[config.mk]
export PLATFORM = sky130hd
export DESIGN_NAME = transport_rx_session
export DESIGN_NICKNAME = d
export VERILOG_FILES = /design/src/trs_pkg.sv /design/src/trs_session.sv /design/src/transport_rx_session.sv
export SDC_FILE = /design/constraint.sdc
export NUM_CORES = 1
export LEC_CHECK = 0
export ABC_AREA = 1
export BUFFER_PORTS_ARGS = -buffer_cell sky130_fd_sc_hd__buf_2
export CORE_UTILIZATION = 66
export CTS_BUF_LIST = sky130_fd_sc_hd__clkbuf_8
export CTS_CLUSTER_DIAMETER = 80
export CTS_CLUSTER_SIZE = 30
export DETAILED_ROUTE_END_ITERATION = 12
export GPL_TIMING_DRIVEN = 0
export PLACE_DENSITY = 0.89
export SETUP_SLACK_MARGIN = 0.15
export SLEW_MARGIN = 20
export SYNTH_ARGS = -nofsm -noshare
export SYNTH_HDL_FRONTEND = slang
export SYNTH_HIERARCHICAL = 1
export SYNTH_SLANG_ARGS = --single-unit
[constraint.sdc]
create_clock -name clk -period 18.6 [get_ports clk]
set_input_delay 5.58 -clock clk [delete_from_list [all_inputs] [get_ports clk]]
set_output_delay 5.58 -clock clk [all_outputs]
set_load 0.02 [all_outputs]
[src/trs_pkg.sv]
// transport_rx_session package: item, result and configuration types,
// session phases, control bytes and error codes
// no dependencies
package trs_pkg;

    localparam int BYTES_PER_PACKET = 7;

    // reciprocal of seven for the packet count: 74899 / 2^19, exact up to 65541
    localparam logic [16:0] RECIP_SEVEN = 17'd74899;
    localparam int          RECIP_SHIFT = 19;

    // item kinds on the input tuser
    typedef enum logic [1:0] {
        FUNC_TICK = 2'd0,
        FUNC_MGMT = 2'd1,
        FUNC_DATA = 2'd2,
        FUNC_NOP  = 2'd3
    } trs_func_t;

    // session phases
    typedef enum logic [1:0] {
        PH_IDLE    = 2'd0,
        PH_READ    = 2'd1,
        PH_ACKWAIT = 2'd2,
        PH_BAM     = 2'd3
    } trs_phase_t;

    // connection management control bytes
    localparam logic [7:0] CM_RTS     = 8'h10;
    localparam logic [7:0] CM_CTS     = 8'h11;
    localparam logic [7:0] CM_EOM_ACK = 8'h13;
    localparam logic [7:0] CM_ABORT   = 8'hFF;
    localparam logic [7:0] CM_BAM     = 8'h20;

    // error codes
    localparam logic [1:0] ERR_TIMEOUT  = 2'd0;
    localparam logic [1:0] ERR_MISMATCH = 2'd1;
    localparam logic [1:0] ERR_ABORT    = 2'd2;

    // configuration register indexes
    localparam logic [1:0] REG_OWN_ADDRESS  = 2'd0;
    localparam logic [1:0] REG_PEER_ADDRESS = 2'd1;
    localparam logic [1:0] REG_TIMEOUT_MS   = 2'd2;
    localparam logic [1:0] REG_BUFFER_BYTES = 2'd3;

    typedef struct packed {
        logic [7:0]  own_address;
        logic [7:0]  peer_address;
        logic [15:0] timeout_ms;
        logic [15:0] buffer_bytes;
    } trs_cfg_t;

    typedef struct packed {
        trs_func_t   func;
        logic [7:0]  src_address;
        logic [7:0]  dst_address;
        logic [3:0]  frame_length;
        logic [63:0] frame_data;
    } trs_item_t;

    typedef struct packed {
        logic        send_cts;
        logic [7:0]  cts_packet_count;
        logic [7:0]  cts_next_seq;
        logic        write_valid;
        logic [10:0] write_offset;
        logic [2:0]  write_length;
        logic [55:0] write_data;
        logic        transfer_done;
        logic        transfer_error;
        logic [1:0]  error_code;
        logic [23:0] message_pgn;
        logic [15:0] message_size;
    } trs_result_t;

endpackage

[src/trs_session.sv]
// transport_rx_session session engine: phase and session state, one item
// processed per step in a single combinational pass
// depends on trs_pkg
module trs_session
(
    input  logic                 clk,
    input  logic                 rst_n,
    input  logic                 step,
    input  trs_pkg::trs_item_t   item,
    input  trs_pkg::trs_cfg_t    cfg,
    output trs_pkg::trs_result_t result
);

    trs_pkg::trs_phase_t phase_reg, phase_next;
    logic [23:0] pgn_reg, pgn_next;
    logic [15:0] size_reg, size_next;
    logic [15:0] left_reg, left_next;
    logic [15:0] expected_reg, expected_next;
    logic [15:0] idle_reg, idle_next;

    logic        match;
    logic [7:0]  ctl;
    logic [16:0] size_round;
    logic [33:0] recip_prod;
    logic [15:0] rts_size;
    logic [15:0] rts_packets;
    logic [23:0] rts_pgn;
    logic [15:0] idle_inc;
    logic [15:0] ack_size;
    logic [7:0]  ack_packets;
    logic [7:0]  seq_less;
    logic [10:0] offset;
    logic [16:0] remain;
    logic [3:0]  avail;
    logic [2:0]  wr_len;
    logic [16:0] wr_end;
    logic [15:0] left_dec;
    logic [55:0] wr_mask;

    // announced session values from a request or broadcast announce
    always_comb
    begin
        rts_size    = {item.frame_data[23:16], item.frame_data[15:8]};
        rts_pgn     = item.frame_data[63:40];
        size_round  = {1'b0, rts_size} + 17'(trs_pkg::BYTES_PER_PACKET - 1);
        recip_prod  = 34'(size_round) * 34'(trs_pkg::RECIP_SEVEN);
        rts_packets = 16'(recip_prod[33:trs_pkg::RECIP_SHIFT]);
    end

    // data packet placement, clipped to the session size
    always_comb
    begin
        seq_less = item.frame_data[7:0] - 8'd1;
        offset   = ({3'b000, seq_less} << 3) - {3'b000, seq_less};
        remain   = {1'b0, size_reg} - {6'b000000, offset};
        if (item.frame_length == 4'd0)
            avail = 4'd0;
        else if (item.frame_length > 4'd8)
            avail = 4'd7;
        else
            avail = item.frame_length - 4'd1;
        if (remain > 17'(avail))
            wr_len = avail[2:0];
        else
            wr_len = remain[2:0];
        wr_end = {6'b000000, offset} + {14'd0, wr_len};
        for (int i = 0; i < 7; i++)
            wr_mask[i*8 +: 8] = (3'(i) < wr_len) ? 8'hFF : 8'h00;
        left_dec = (left_reg != 16'd0) ? left_reg - 16'd1 : 16'd0;
    end

    // next state and result for one item
    always_comb
    begin
        match       = (item.src_address == cfg.peer_address) &&
                      (item.dst_address == cfg.own_address);
        ctl         = item.frame_data[7:0];
        idle_inc    = (idle_reg != 16'hFFFF) ? idle_reg + 16'd1 : idle_reg;
        ack_size    = {item.frame_data[23:16], item.frame_data[15:8]};
        ack_packets = item.frame_data[31:24];

        phase_next    = phase_reg;
        pgn_next      = pgn_reg;
        size_next     = size_reg;
        left_next     = left_reg;
        expected_next = expected_reg;
        idle_next     = idle_reg;
        result        = '0;

        case (item.func)
            trs_pkg::FUNC_TICK:
            begin
                if (phase_reg == trs_pkg::PH_READ || phase_reg == trs_pkg::PH_ACKWAIT)
                begin
                    idle_next = idle_inc;
                    if (idle_inc > cfg.timeout_ms)
                    begin
                        result.transfer_error = 1'b1;
                        result.error_code     = trs_pkg::ERR_TIMEOUT;
                        phase_next            = trs_pkg::PH_IDLE;
                    end
                end
            end
            trs_pkg::FUNC_MGMT:
            begin
                if (match)
                begin
                    case (ctl)
                        trs_pkg::CM_RTS, trs_pkg::CM_BAM:
                        begin
                            if (phase_reg == trs_pkg::PH_IDLE)
                            begin
                                pgn_next      = rts_pgn;
                                size_next     = rts_size;
                                left_next     = rts_packets;
                                expected_next = rts_packets;
                                idle_next     = 16'd0;
                                if (ctl == trs_pkg::CM_RTS)
                                begin
                                    phase_next              = trs_pkg::PH_READ;
                                    result.send_cts         = 1'b1;
                                    result.cts_packet_count = rts_packets[7:0];
                                end
                                else
                                    phase_next = trs_pkg::PH_BAM;
                            end
                        end
                        trs_pkg::CM_EOM_ACK:
                        begin
                            if (phase_reg == trs_pkg::PH_ACKWAIT)
                            begin
                                if (idle_reg > cfg.timeout_ms)
                                begin
                                    result.transfer_error = 1'b1;
                                    result.error_code     = trs_pkg::ERR_TIMEOUT;
                                end
                                else if (ack_size != size_reg ||
                                         ack_packets != expected_reg[7:0])
                                begin
                                    result.transfer_error = 1'b1;
                                    result.error_code     = trs_pkg::ERR_MISMATCH;
                                end
                                idle_next  = 16'd0;
                                phase_next = trs_pkg::PH_IDLE;
                            end
                        end
                        trs_pkg::CM_ABORT:
                        begin
                            if (phase_reg != trs_pkg::PH_IDLE)
                            begin
                                result.transfer_error = 1'b1;
                                result.error_code     = trs_pkg::ERR_ABORT;
                                phase_next            = trs_pkg::PH_IDLE;
                            end
                        end
                        default:
                        begin
                            // clear-to-send and unknown control bytes are ignored
                        end
                    endcase
                end
            end
            trs_pkg::FUNC_DATA:
            begin
                if (match && (phase_reg == trs_pkg::PH_READ || phase_reg == trs_pkg::PH_BAM))
                begin
                    idle_next = 16'd0;
                    left_next = left_dec;
                    if (ctl != 8'd0 && remain[16] == 1'b0 && remain != 17'd0 &&
                        wr_len != 3'd0 && wr_end < {1'b0, cfg.buffer_bytes})
                    begin
                        result.write_valid  = 1'b1;
                        result.write_offset = offset;
                        result.write_length = wr_len;
                        result.write_data   = item.frame_data[63:8] & wr_mask;
                    end
                    if (left_dec == 16'd0)
                    begin
                        result.transfer_done = 1'b1;
                        phase_next = (phase_reg == trs_pkg::PH_READ) ?
                                     trs_pkg::PH_ACKWAIT : trs_pkg::PH_IDLE;
                    end
                end
            end
            default:
            begin
                // no operation
            end
        endcase

        result.message_pgn  = pgn_next;
        result.message_size = size_next;
    end

    // session state registers
    always_ff @(posedge clk or negedge rst_n)
    begin
        if (!rst_n)
        begin
            phase_reg    <= trs_pkg::PH_IDLE;
            pgn_reg      <= '0;
            size_reg     <= '0;
            left_reg     <= '0;
            expected_reg <= '0;
            idle_reg     <= '0;
        end
        else if (step)
        begin
            phase_reg    <= phase_next;
            pgn_reg      <= pgn_next;
            size_reg     <= size_next;
            left_reg     <= left_next;
            expected_reg <= expected_next;
            idle_reg     <= idle_next;
        end
    end

`ifndef SYNTHESIS
    // a completed transfer always leaves the data phases
    assert property (@(posedge clk) disable iff (!rst_n)
        step && result.transfer_done |=>
            (phase_reg == trs_pkg::PH_ACKWAIT || phase_reg == trs_pkg::PH_IDLE))
        else $error("transfer done without leaving the data phase");

    // any error returns the session to idle
    assert property (@(posedge clk) disable iff (!rst_n)
        step && result.transfer_error |=> phase_reg == trs_pkg::PH_IDLE)
        else $error("error reported but session not idle");

    // a clear-to-send only answers a request taken while idle
    assert property (@(posedge clk) disable iff (!rst_n)
        step && result.send_cts |=>
            phase_reg == trs_pkg::PH_READ && $past(phase_reg) == trs_pkg::PH_IDLE)
        else $error("clear-to-send outside session start");
`endif

endmodule

[src/transport_rx_session.sv]
// transport_rx_session: receive side of one multi-frame transport session
// Channels: the slave stream carries ticks, management frames and data frames
// (kind in s_tuser); the master stream carries one result per item: a
// clear-to-send request, a byte write, completion and error flags, and the
// session group number and size after the item.
// A separate write channel sets own address, peer address, timeout in ticks
// and buffer capacity; it is always ready. Use it only while the block is
// idle; the block does not enforce this. An item passes the input register,
// then the result register. Throughput: one item per cycle while m_tready is
// high; the item's session update is one combinational pass between the two.
// Reset: session idle with cleared state, registers at their reset values
// (timeout 1250, buffer 1785 bytes), no result pending.
// Stall: when m_tready is low the result register holds its transfer, the
// input register takes one more item and then s_tready drops until the
// result is taken; nothing is dropped or repeated.
// depends on trs_pkg and trs_session
module transport_rx_session
(
    input  logic         clk,
    input  logic         rst_n,
    // input stream
    input  logic         s_tvalid,
    output logic         s_tready,
    // tdata: src_address, dst_address, frame_length, frame_data, zero pad
    input  logic [87:0]  s_tdata,
    // tuser: func
    input  logic [1:0]   s_tuser,
    // result stream
    output logic         m_tvalid,
    input  logic         m_tready,
    // tdata: send_cts, cts_packet_count, cts_next_seq, write_valid,
    // write_offset, write_length, write_data, transfer_done, transfer_error,
    // error_code, message_pgn, message_size, zero pad
    output logic [135:0] m_tdata,
    // configuration write channel
    input  logic         cfg_valid,
    output logic         cfg_ready,
    input  logic [1:0]   cfg_index,
    input  logic [15:0]  cfg_data
);

    trs_pkg::trs_cfg_t    cfg_reg;
    trs_pkg::trs_item_t   item_reg;
    trs_pkg::trs_result_t result;
    trs_pkg::trs_result_t out_reg;
    logic                 in_valid_reg;
    logic                 out_valid_reg;
    logic                 advance;
    logic                 in_take;

    // handshake between the input register and the result register
    assign advance   = in_valid_reg && (!out_valid_reg || m_tready);
    assign s_tready  = !in_valid_reg || advance;
    assign in_take   = s_tvalid && s_tready;
    assign cfg_ready = 1'b1;
    assign m_tvalid  = out_valid_reg;

    // configuration registers
    always_ff @(posedge clk or negedge rst_n)
    begin
        if (!rst_n)
        begin
            cfg_reg.own_address  <= 8'd0;
            cfg_reg.peer_address <= 8'd0;
            cfg_reg.timeout_ms   <= 16'd1250;
            cfg_reg.buffer_bytes <= 16'd1785;
        end
        else if (cfg_valid)
        begin
            case (cfg_index)
                trs_pkg::REG_OWN_ADDRESS:  cfg_reg.own_address  <= cfg_data[7:0];
                trs_pkg::REG_PEER_ADDRESS: cfg_reg.peer_address <= cfg_data[7:0];
                trs_pkg::REG_TIMEOUT_MS:   cfg_reg.timeout_ms   <= cfg_data;
                trs_pkg::REG_BUFFER_BYTES: cfg_reg.buffer_bytes <= cfg_data;
                default:                   cfg_reg.own_address  <= cfg_reg.own_address;
            endcase
        end
    end

    // input register valid
    always_ff @(posedge clk or negedge rst_n)
    begin
        if (!rst_n)
            in_valid_reg <= 1'b0;
        else if (s_tready)
            in_valid_reg <= s_tvalid;
    end

    // input register payload
    always_ff @(posedge clk)
    begin
        if (in_take)
        begin
            item_reg.func         <= trs_pkg::trs_func_t'(s_tuser);
            item_reg.src_address  <= s_tdata[7:0];
            item_reg.dst_address  <= s_tdata[15:8];
            item_reg.frame_length <= s_tdata[19:16];
            item_reg.frame_data   <= s_tdata[83:20];
        end
    end

    trs_session u_session
    (
        .clk    (clk),
        .rst_n  (rst_n),
        .step   (advance),
        .item   (item_reg),
        .cfg    (cfg_reg),
        .result (result)
    );

    // result register valid
    always_ff @(posedge clk or negedge rst_n)
    begin
        if (!rst_n)
            out_valid_reg <= 1'b0;
        else if (!out_valid_reg || m_tready)
            out_valid_reg <= advance;
    end

    // result register payload
    always_ff @(posedge clk)
    begin
        if (advance)
            out_reg <= result;
    end

    // result packing, first field in the lowest bits
    assign m_tdata = {4'd0,
                      out_reg.message_size,
                      out_reg.message_pgn,
                      out_reg.error_code,
                      out_reg.transfer_error,
                      out_reg.transfer_done,
                      out_reg.write_data,
                      out_reg.write_length,
                      out_reg.write_offset,
                      out_reg.write_valid,
                      out_reg.cts_next_seq,
                      out_reg.cts_packet_count,
                      out_reg.send_cts};

`ifndef SYNTHESIS
    // a held item is never lost while the result side is stalled
    assert property (@(posedge clk) disable iff (!rst_n)
        in_valid_reg && !advance |=> in_valid_reg)
        else $error("pending item dropped");

    // every processed item produces a result transfer
    assert property (@(posedge clk) disable iff (!rst_n)
        advance |=> out_valid_reg)
        else $error("processed item has no result");

    // a result carries at most one of clear-to-send, write and error
    assert property (@(posedge clk) disable iff (!rst_n)
        out_valid_reg |-> $onehot0({out_reg.send_cts, out_reg.write_valid,
                                    out_reg.transfer_error}))
        else $error("conflicting result flags");

    // the clear-to-send next packet field stays zero
    assert property (@(posedge clk) disable iff (!rst_n)
        out_valid_reg |-> out_reg.cts_next_seq == 8'd0)
        else $error("clear-to-send next packet not zero");
`endif

endmodule
Word level (Yosys, flattened, before mapping). Cells that the tools add are included.

Flip-flop bits (word level): 342. Input port bits: 113. Output and inout port bits: 139. Word-level logic and storage cells: 176.

$add $sub $neg: 8. Multipliers: 1. $lt $le $gt $ge: 12. Equality and inequality tests: 29. Muxes and demuxes: 56. Bitwise gates (word level): 2. Reduce and logical (&&, ||, !) cells: 40.

Operator list (count): $mux 16 (15); $mux 24 (4); $mux 71 (1); $pmux 16 s2 (2); $and 56x56->56 (1); $mux 8 (7); $pmux 16 s3 (1); $mul 17x17->34 const B (1); $gt 16x16->1 (2); $mux 3 (8); $mux 2 (10); $add 16x3->17 const B (1); $gt 17x4->1 (1); $lt 17x16->1 (1); $reduce_bool 17->1 (1); $sub 16x11->17 (1); $add 16x1->16 const B (1); $eq 8x5->1 const B (2); $eq 8x8->1 (2); $logic_not 16->1 (1); $ne 16x16->1 (1); $ne 16x16->1 const B (1); $reduce_bool 16->1 (1); $sub 16x1->16 const B (1); other kinds (40) (81).

Depth between registers and ports, before layout.
Depth after elaboration: 9. Mapped depth: 54. Mapped depth without buffers: 51.

By module. Netlist, hierarchy kept.

By module, submodules not included: trs_session (times used 1, cells each 1814, area an instance 12824.8 um^2, sequential area each 2052.0 um^2); transport_rx_session (times used 1, cells each 451, area an instance 8763.4 um^2, sequential area each 7813.7 um^2).

Worst setup path before layout. No wires, ideal clock.

Path type: input to register. Start: in m_tready. End: reg u_session.idle_reg[13]. Library setup time: 83 ps. Arrival: 14268 ps. Required time: 18517 ps. Slack: 4250 ps. Stages on the path: 13. Path buffers: 1. Cells stage by stage: inv_1 a21oi_1 inv_1 a21oi_1 inv_1 nor2_1 inv_1 nor4_1 inv_1 nor2_1 clkbuf_1 nand2_1 o21ai_0.

Cells in the longest elaborated chain, start to end: 3.

RTL lines: start: declaration (line transport_rx_session.sv:30) `input logic m_tready,`; $logic_or 1x1->1 (line transport_rx_session.sv:52) `assign advance = in_valid_reg && (!out_valid_reg || m_tready);`; $logic_and 1x1->1 (line transport_rx_session.sv:52); named net advance (line transport_rx_session.sv:48) `logic advance;`; $reduce_and 8->1 (no line); end signal: assignment (line trs_session.sv:214) `idle_reg <= idle_next;`; end: declaration (line trs_session.sv:19) `logic [15:0] idle_reg, idle_next;`.

The timed path passes the listed nets, and every way through them passes these cells. A chain may end at the register's enable or synchronous reset.

Worst setup path after layout.
Start: in m_tready. End: out s_tready.

Cells in the longest elaborated chain, start to end: 3.

RTL lines: $logic_or 1x1->1 (line transport_rx_session.sv:52); $logic_and 1x1->1 (line transport_rx_session.sv:52); $logic_or 1x1->1 (line transport_rx_session.sv:53) `assign s_tready = !in_valid_reg || advance;`; end: declaration (line transport_rx_session.sv:23) `output logic s_tready,`.

No other way between the ends.

==> flow_metrics.env <==
export IMPL_path_max_fanout=3
export IMPL_num_vias=17200
export IMPL_areaGrowthSynthToFinish_pct=11.1
export IMPL_finalCriticalPeriod_ns=11.72
export IMPL_overflow=0
export IMPL_cts_inserted_buffers=17
export IMPL_min_path_type="flip-flop to flip-flop"
export IMPL_hold_path_cell_count=2
export IMPL_core_area_mm2=0.0319
export IMPL_hold_buffers=0
export IMPL_clock_fmax_mhz=85.3
export IMPL_power_density_mw_per_mm2=110
export IMPL_globalplace_congestion=0.977
export IMPL_cp_arrival_ns=6.14
export IMPL_clk_pin_slew_ns=0.17
export IMPL_slew_violations=0
export IMPL_die_x_um=183
export IMPL_synth_top_cell_by_area="edfxtp_1"
export IMPL_largest_reg_flops=132
export IMPL_p_leak_uw=0.0115
export IMPL_crit_chain="buf_2 > inv_1 > nand3_1 > buf_2"
export IMPL_drtIter0Drc=1375
export IMPL_wl_met3_um=3800
export IMPL_portBuffers=239
export IMPL_cp_data_required_time_ns=13.02
export IMPL_hold_viol=0
export IMPL_layout_nets=2912
export IMPL_fin_hold_ws_ns=0.478
export IMPL_grtUsageTotal=0.324
export IMPL_die_h_um=183
export IMPL_finClkSkew_ns=0.0493
export IMPL_grt_pass1_vias=17200
export IMPL_finalPower_uw=2630
export IMPL_grt_max_degree=97
export IMPL_relSlewSlack=0.282
export IMPL_max_cap_viol_count=0
export IMPL_hold_end="cfg_reg[23]$_DFFE_PN1P_"
export IMPL_ant_nets=0
export IMPL_synthTopCellsByCount="407 x nand2_1, 361 x inv_1, 218 x edfxtp_1"
export IMPL_ys_seq_elements=350
export IMPL_yosys_area_top_type_share=0.303
export IMPL_highest_layer="met4"
export IMPL_fp_row_count=65
export IMPL_place_ws_ns=6.88
export IMPL_reg2regPathDepth=49
export IMPL_post_route_period_util=0.630
export IMPL_clk_insertion_delay_late_ns=0.60
export IMPL_grt_pass1_wl_um=85600
export IMPL_drive_gt1_frac=0.149
export IMPL_cp_slowest_cell="buf_2"
export IMPL_root_buffer="clkbuf_8"
export IMPL_ys_types=56
export IMPL_synthCells=2265
export IMPL_clk_path_buf_depth=3
export IMPL_reg2reg_to="m_tdata[38]$_DFFE_PP_"
export IMPL_synth_ff_type="edfxtp_1"
export IMPL_synth_warnings=6
export IMPL_ioPinCount=252
export IMPL_post_cts_buffers=0
export IMPL_post_drt_wl_per_cell_um=18.0
export IMPL_wl_um=53800
export IMPL_peakVddDrop_mv=0.0992
export IMPL_antenna_found_initial=3
export IMPL_rsz0062_at_grt="no"
export IMPL_synth_edf_count=218
export IMPL_cts_sinks=350
export IMPL_stdcell_count=2989
export IMPL_synth_area_leaders="edfxtp_1 30%, dfrtp_1 14%, ha_1 12%, nand2_1 7.1%, inv_1 6.3%"
export IMPL_endpoint_kind="output port"
export IMPL_netlist_area_mm2=0.0216
export IMPL_initial_utilization=0.677
export IMPL_route_met2_wl_um=26000
export IMPL_dp_cells=2957
export IMPL_setup_viol=0
export IMPL_min_from="cfg_reg[23]$_DFFE_PN1P_"
export IMPL_r2r_start="item_reg[0]$_DFFE_PP_"
export IMPL_cts_htree_levels=1
export IMPL_ys_seq_area_frac=0.457
export IMPL_cp_slowest_stage_delay_ns=0.19
export IMPL_criticalPathCategory="input port to output port"
export IMPL_utilization=0.752
export IMPL_drt_met1_wl_um=21200
export IMPL_synth_avg_cell_area_um2=9.53
export IMPL_first_pass_iters=7
export IMPL_r2r_setup_slack_ns=9.64
export IMPL_setup_slack_ns=6.88
export IMPL_yosysMostFrequentCell="nand2_1"
export IMPL_status="complete, no violations"
export IMPL_vias_per_cell=5.76
export IMPL_tightestPinTransition_ns=1.07
export IMPL_cts_tree="built"
export IMPL_postSynth_asyncResetShare=0.377
export IMPL_crit_top_cell="buf_2"
export IMPL_drc=0
export IMPL_dp_hpwl_um=42400
export IMPL_ctsResizeCount=0
export IMPL_cp_start_kind="input port"
export IMPL_die_area_mm2=0.0334
## where the power goes
part / total (uW) / internal (uW) / leakage [uW] / switching [uW]
clock: 347 / 100 / 0.000198 / 247
sequential: 963 / 910 / 0.00350 / 52.7
combinational: 1320 / 485 / 0.00782 / 836
## routing by layer
layer	vias to the layer above	global-route usage
met2	769	0.547
met1	8207	0.413
met3	169	0.0449
li1	8067	-
met5	-	0
met4	0	0.161
## how the worst max path moves through the flow
| stage | end | start | slack [ns] |
|---|---|---|---|
| 2_1_floorplan | u_session/idle_reg[13]$_DFFE_PN0P_ | m_tready | 4.25 |
| 3_3_place_gp | u_session/idle_reg[15]$_DFFE_PN0P_ | m_tready | -0.76 |
| 3_5_place_dp | s_tready | m_tready | 6.88 |
| 4_1_cts | s_tready | m_tready | 6.88 |
| 5_1_grt | s_tready | m_tready | 6.85 |
| 6_report | s_tready | m_tready | 6.88 |
## cell usage in the layout, fill, tap and decap left out, drive strengths merged, types with 2 or more instances in the layout
master and count:
o21a 4, nand2 420, o31ai 4, nor4 17, dfrtp 119, o221ai 10, nand3b 3, nor3b 2
nand4 86, o211ai 15, fa 58, nand3 72, nor2 186, xor2 38, clkbuf 42, o21ai 141
clkinv 4, o22ai 9, a31oi 4, ha 200, edfxtp 218, a21boi 2, conb 13, nor3 47
xnor2 58, diode 3, dfstp 13, inv 377, a21oi 80, a211oi 5, buf 283, or2 5
a21o 7
## area by class of cell
cell class | instances | area, um2
multi-input combinational | 1495 | 9990
sequential | 350 | 9870
fill | 2197 | 7900
timing repair buffer | 247 | 1430
inverter | 370 | 1400
tap | 435 | 544
buffer | 60 | 388
clock buffer | 18 | 248
clock inverter | 11 | 105
antenna | 3 | 7.51
## critical path, delay by kind of cell
kind                   cells  cell delay, ns
AND/OR/NAND/NOR            1            0.14
buffers and inverters      3            0.41
## through the flow
stage                     area [um2]  setup TNS (ns)
after global routing           24000               0
after CTS                      24000               0
after detailed placement       23600               0
after floorplan                21600               0
final                          24000               0
after global placement         23400          -10.53
## logic make-up (layout without fill, tap and decap cells)
kind of cell,Yosys count,after routing,synth area share
compound gates,285,285,0.0735
xor+xnor,96,96,0.0389
fa+ha+maj,258,258,0.170
buf+inv,430,706,0.0826
flops,350,350,0.457
other cells,3,16,0.000522
simple gates,843,843,0.178
No activity file was read; power rests on OpenSTA's default activity.
